### src/sv/ges_pkg.sv
// ----------------------------------------------------------------------------
// ges_pkg: shared types and constants for the grain envelope/pan setup
// Holds the division pipeline record, format constants and the cosine
// series used to build the pan table at elaboration.
// ----------------------------------------------------------------------------
`default_nettype none

package ges_pkg;

  // default parameter values
  localparam int COUNT_WIDTH_DEF       = 20;
  localparam int PAN_TABLE_ENTRIES_DEF = 256;

  // field widths
  localparam int LEN_W   = 20;
  localparam int SHAPE_W = 16;
  localparam int PAN_W   = 16;
  localparam int DLY_W   = 21;
  localparam int STEP_W  = 32;
  localparam int SMTH_W  = 17;
  localparam int SLOPE_W = 16;
  localparam int STEEP_W = 13;
  localparam int RECIP_W = 24;
  localparam int GAIN_W  = 16;
  localparam int SDLY_W  = 20;

  // divider widths: quotient bits, partial remainder widths
  localparam int QUO_W     = 32;
  localparam int ENV_REM_W = LEN_W + QUO_W;
  localparam int RCP_REM_W = SLOPE_W + QUO_W;

  // slope limits, Q0.16
  localparam logic [SLOPE_W-1:0] SLOPE_MIN = 16'd328;
  localparam logic [SLOPE_W-1:0] SLOPE_MAX = 16'd65208;

  // x/5 as (x * RECIP5_M) >> RECIP5_SH, exact for x < 2^19
  localparam logic [18:0] RECIP5_M  = 19'd419431;
  localparam int          RECIP5_SH = 21;

  // pi/2 in Q2.30
  localparam logic [63:0] HALF_PI_Q30 = 64'd1686629713;

  // one transaction moving down the divider chain
  typedef struct packed {
    logic [ENV_REM_W-1:0] env_rem;
    logic [LEN_W-1:0]     env_den;
    logic [QUO_W-1:0]     env_q;
    logic                 env_zero;
    logic [RCP_REM_W-1:0] att_rem;
    logic [SLOPE_W-1:0]   att_den;
    logic [QUO_W-1:0]     att_q;
    logic [RCP_REM_W-1:0] rel_rem;
    logic [SLOPE_W-1:0]   rel_den;
    logic [QUO_W-1:0]     rel_q;
    logic [SMTH_W-1:0]    smooth;
    logic [SLOPE_W-1:0]   slope;
    logic [STEEP_W-1:0]   steep;
    logic [GAIN_W-1:0]    left;
    logic [GAIN_W-1:0]    right;
    logic [SDLY_W-1:0]    delay;
  } chain_t;

  // cosine of a Q2.30 angle, Taylor series to x^12, rounded to Q1.15
  function automatic logic [15:0] pan_cos(input logic [63:0] x);
    logic [63:0] x2;
    logic [63:0] term;
    logic signed [63:0] sum;
    logic [63:0] rnd;
    x2   = (x * x) >> 30;
    term = 64'd1 << 30;
    sum  = 64'sd1 << 30;
    term = (term * x2) / 64'd2;
    sum  = sum - $signed(term);
    term = (term * x2) / 64'd12;
    sum  = sum + $signed(term);
    term = (term * x2) / 64'd30;
    sum  = sum - $signed(term);
    term = (term * x2) / 64'd56;
    sum  = sum + $signed(term);
    term = (term * x2) / 64'd90;
    sum  = sum - $signed(term);
    term = (term * x2) / 64'd132;
    sum  = sum + $signed(term);
    if (sum < 0) begin
      sum = 0;
    end
    if (sum > (64'sd1 << 30)) begin
      sum = 64'sd1 << 30;
    end
    rnd = ($unsigned(sum) + 64'd16384) >> 15;
    return rnd[15:0];
  endfunction

endpackage

`default_nettype wire

### src/sv/ges_div_stage.sv
// ----------------------------------------------------------------------------
// ges_div_stage: one quotient bit of the three restoring dividers
// Settles bit BIT of the envelope step and of both reciprocals.
// ----------------------------------------------------------------------------
`default_nettype none

module ges_div_stage #(
  parameter int BIT = 0
) (
  input  wire logic            clk,
  input  wire logic            rst,
  input  wire logic            en,
  input  wire logic            in_valid,
  input  wire ges_pkg::chain_t in_data,
  output logic                 out_valid,
  output ges_pkg::chain_t      out_data
);

  ges_pkg::chain_t nxt;
  logic [ges_pkg::ENV_REM_W-1:0] env_thr;
  logic [ges_pkg::RCP_REM_W-1:0] att_thr, rel_thr;

  // trial subtract of the shifted divisor
  always_comb begin
    nxt     = in_data;
    env_thr = ges_pkg::ENV_REM_W'(in_data.env_den) << BIT;
    att_thr = ges_pkg::RCP_REM_W'(in_data.att_den) << BIT;
    rel_thr = ges_pkg::RCP_REM_W'(in_data.rel_den) << BIT;
    if (in_data.env_rem >= env_thr) begin
      nxt.env_rem    = in_data.env_rem - env_thr;
      nxt.env_q[BIT] = 1'b1;
    end
    if (in_data.att_rem >= att_thr) begin
      nxt.att_rem    = in_data.att_rem - att_thr;
      nxt.att_q[BIT] = 1'b1;
    end
    if (in_data.rel_rem >= rel_thr) begin
      nxt.rel_rem    = in_data.rel_rem - rel_thr;
      nxt.rel_q[BIT] = 1'b1;
    end
  end

  always_ff @(posedge clk) begin
    if (rst) begin
      out_valid <= 1'b0;
    end else if (en) begin
      out_valid <= in_valid;
    end
  end

  always_ff @(posedge clk) begin
    if (en) begin
      out_data <= nxt;
    end
  end

endmodule

`default_nettype wire

### config.mk
export PLATFORM = sky130hd
export DESIGN_NAME = ges_div_stage
export DESIGN_NICKNAME = d
export VERILOG_FILES = /design/src/sv/ges_pkg.sv /design/src/sv/ges_div_stage.sv
export SDC_FILE = /design/constraint.sdc
export NUM_CORES = 1
export LEC_CHECK = 0
export ABC_AREA = 1
export BUFFER_PORTS_ARGS = -buffer_cell sky130_fd_sc_hd__buf_4
export CAP_MARGIN = 20
export CORE_AREA = 2 2 312 314
export DETAILED_ROUTE_END_ITERATION = 6
export DIE_AREA = 0 0 314 316
export PLACE_DENSITY_LB_ADDON = 0.1
export SLEW_MARGIN = 20
export SYNTH_ARGS = -nofsm -noshare
export SYNTH_HDL_FRONTEND = slang
export SYNTH_SLANG_ARGS = --single-unit
### constraint.sdc
create_clock -name clk -period 3.25 [get_ports clk]
set_input_delay 0.65 -clock clk [delete_from_list [all_inputs] [get_ports clk]]
set_output_delay 0.65 -clock clk [all_outputs]
set_load 0.01 [all_outputs]
==> results.toml <==
[outcome]
status = "completed"

[grt]
grt_pass1_wl_um = 128700
antenna_found_initial = 5
grt_use_total = 0.1743
grt_pass1_vias = 19740
grt_max_degree = 74
grt.overflow.total = 0

[sta]
setup_viol_count_final = 0
fin_hold_ws_ps = 177.6
worst_slew_pin_slew_ps = 612.3
grt_setup_unrepaired = "false"
final-hold-violation-count = 0
slew_headroom = 0.5887
drv_slew = 0
fin_crit_ps = 2457
finClkSkew_ps = 0
fmax_mhz = 407.0
fin_setup_tns_ps = 0
timing.final.crit_share = 0.7559

[worst_setup_path]
cp_top_family = "compound AO/OA/AOI/OAI gates"
cp_max_fo = 8
critPathMaxStageDelay_ps = 430
worstPathArrival_ps = 2820
critPathSlowestCell = "a21oi_1"
path_cells = "buf_4 -> inv_1 -> ha_1 -> a21oi_1 -> o21ai_1 -> a21oi_1 -> nand2_4 -> nor2_4 -> buf_4 -> nor2_1 -> nand3b_1 -> nand2_1"
start_kind = "primary input"
crit_buf_inv = 3
critical_path_class = "primary input to flip-flop"
required_ps = 3610
end_kind = "flip-flop"

[power_and_ir_drop]
p_per_area_nw_per_um2 = 495.8
power_leakage_uw = 0.01340
peakVddDrop_v = 0.0003538

[detailed_routing]
totalWireLength_um = 89600
drt_iter0_drc = 1180
ant_nets = 0
vias = 19077
firstDrtPassIters = 5
routed_via_density = 4.265
drc_errors = 0
wl_per_cell_um = 20.03

[yosys]
ys_ff_latch = 396
yosysSeqAreaShare = 0.5649
synth_cell_type_count = 44
yosysWarnings = 0
syn_avg_cell_area_um2 = 9.208
syn_nets = 2738
syn_inst = 2284
syn_area_um2 = 21030

[layout]
final_common_cell = "buf_4"
utilization = 0.3180
drive_gt1_frac = 0.3218
final_cell_mix = "buf_4 (827), nand2_1 (652), edfxtp_1 (395)"
areaGrowthSynthToFinish_pct = 45.16
nNetsFinal = 3607
multi_input_area_um2 = 7659
fin_area_um2 = 30530
regArea_um2 = 11880
finalNonFillerCells = 4473
fillers = 10127

[flow_run]
drv_cap = 0

[placement]
place_congestion = 0.8877
hpwlAfterDp_um = 74370
dp.cells = 4376
placed_area_um2 = 28780
io_buffers = 794

[floorplan]
start_util = 0.2191
chipWidth_um = 314
die_h_um = 316
core_area_um2 = 95990
ios = 795
dieArea_um2 = 99220
rows = 114

[clocking]
cts_setup_buffers = 0
cts_buffers = 51
cts_buffer_depth = 3
cts.sinks = 396
cts-root-buf = "clkbuf_16"
htree_num_levels = 2
cts_resized = 0
hold_buffers = 0
cts_tree = "done"
clk_pin_slew_ps = 50
clock_latency_ps = 620

[hold_path]
hold_path.class = "primary input to flip-flop"
## synth_stat cells, drive strengths merged
cell type  number  area, um^2
ha             52       650.6
mux2i           1       10.01
nor4            2       12.51
nand3         115       595.6
o2111ai         2       17.52
o21bai          1       7.510
edfxtp        395       11860
inv           345        1295
o21ai          88       508.0
xnor2          40       350.3
nand2b          1       6.260
nand2         673        2584
dfxtp           1       20.02
buf            18       196.4
nor2          296        1216
nand3b         35       275.3
a21o            1       7.510
nand4          50       319.1
xor2            9       78.83
a21boi          8       60.06
fa              3       60.06
a21oi         100       628.1
or2             8       50.05
nor3           34       180.2
and2            3       18.77
o211ai          3       22.52
## flip-flops by register name, summed over array words and instances, names as in the netlist
| signal | cells |
|---|---|
| out_data | 395 |
| out_valid | 1 |
## kinds of logic (layout without fill, tap and decap cells)
family | after synthesis | count (layout) | share of synthesized area
compound gates | 203 | 203 | 0.05949
xor+xnor | 49 | 49 | 0.02041
fa+ha+maj | 55 | 55 | 0.03379
buf+inv | 363 | 1274 | 0.07091
flops | 396 | 396 | 0.5649
mux | 1 | 1 | 0.0004760
other cells | 0 | 2 | 0
simple gates | 1217 | 1217 | 0.2500
## final timing paths
path | end | cells past startpoint | from | slack (ps)
max | out_data[279]$_DFFE_PP_ | 12 | in_data[239] | 790
min | out_valid$_SDFFE_PP0P_ | 2 | rst | 180
max reg2reg | out_valid$_SDFFE_PP0P_ | 2 | out_valid$_SDFFE_PP0P_ | 2660
min reg2reg | out_valid$_SDFFE_PP0P_ | 2 | out_valid$_SDFFE_PP0P_ | 520
## metal layers
layer / global-route usage / share of wire / vias to the layer above
met3: 0.04237 / 0.069 / 96
met2: 0.3200 / 0.52 / 656
li1: - / - / 9280
met4: 0.04719 / 0.022 / 6
met5: 0 / 0.00049 / -
met1: 0.2008 / 0.39 / 9039
## report_power, final
group	internal [uW]	switching, uW	total, uW
clock	3630	2340	5970
combinational	1250	1590	2840
sequential	6170	155	6330
## cell type report
class / count / area share
inverters: 345 / 0.04242
clock inverters: 30 / 0.01209
repair buffers: 834 / 0.2078
multi-input cells: 1525 / 0.2509
diodes: 2 / 0.0001639
well taps: 1276 / 0.05230
clock buffers: 65 / 0.04520
flip-flops and latches: 396 / 0.3892
## through the flow
stage | power (uW) | setup WS [ps]
after floorplan | 7495 | 701.0
after global routing | 15830 | 648.3
final | 15140 | 793.3
after detailed placement | 9314 | 122.1
after global placement | 9328 | 124.8
after CTS | 15430 | 817.1
Note: power is estimated with default switching activity, not from simulation.
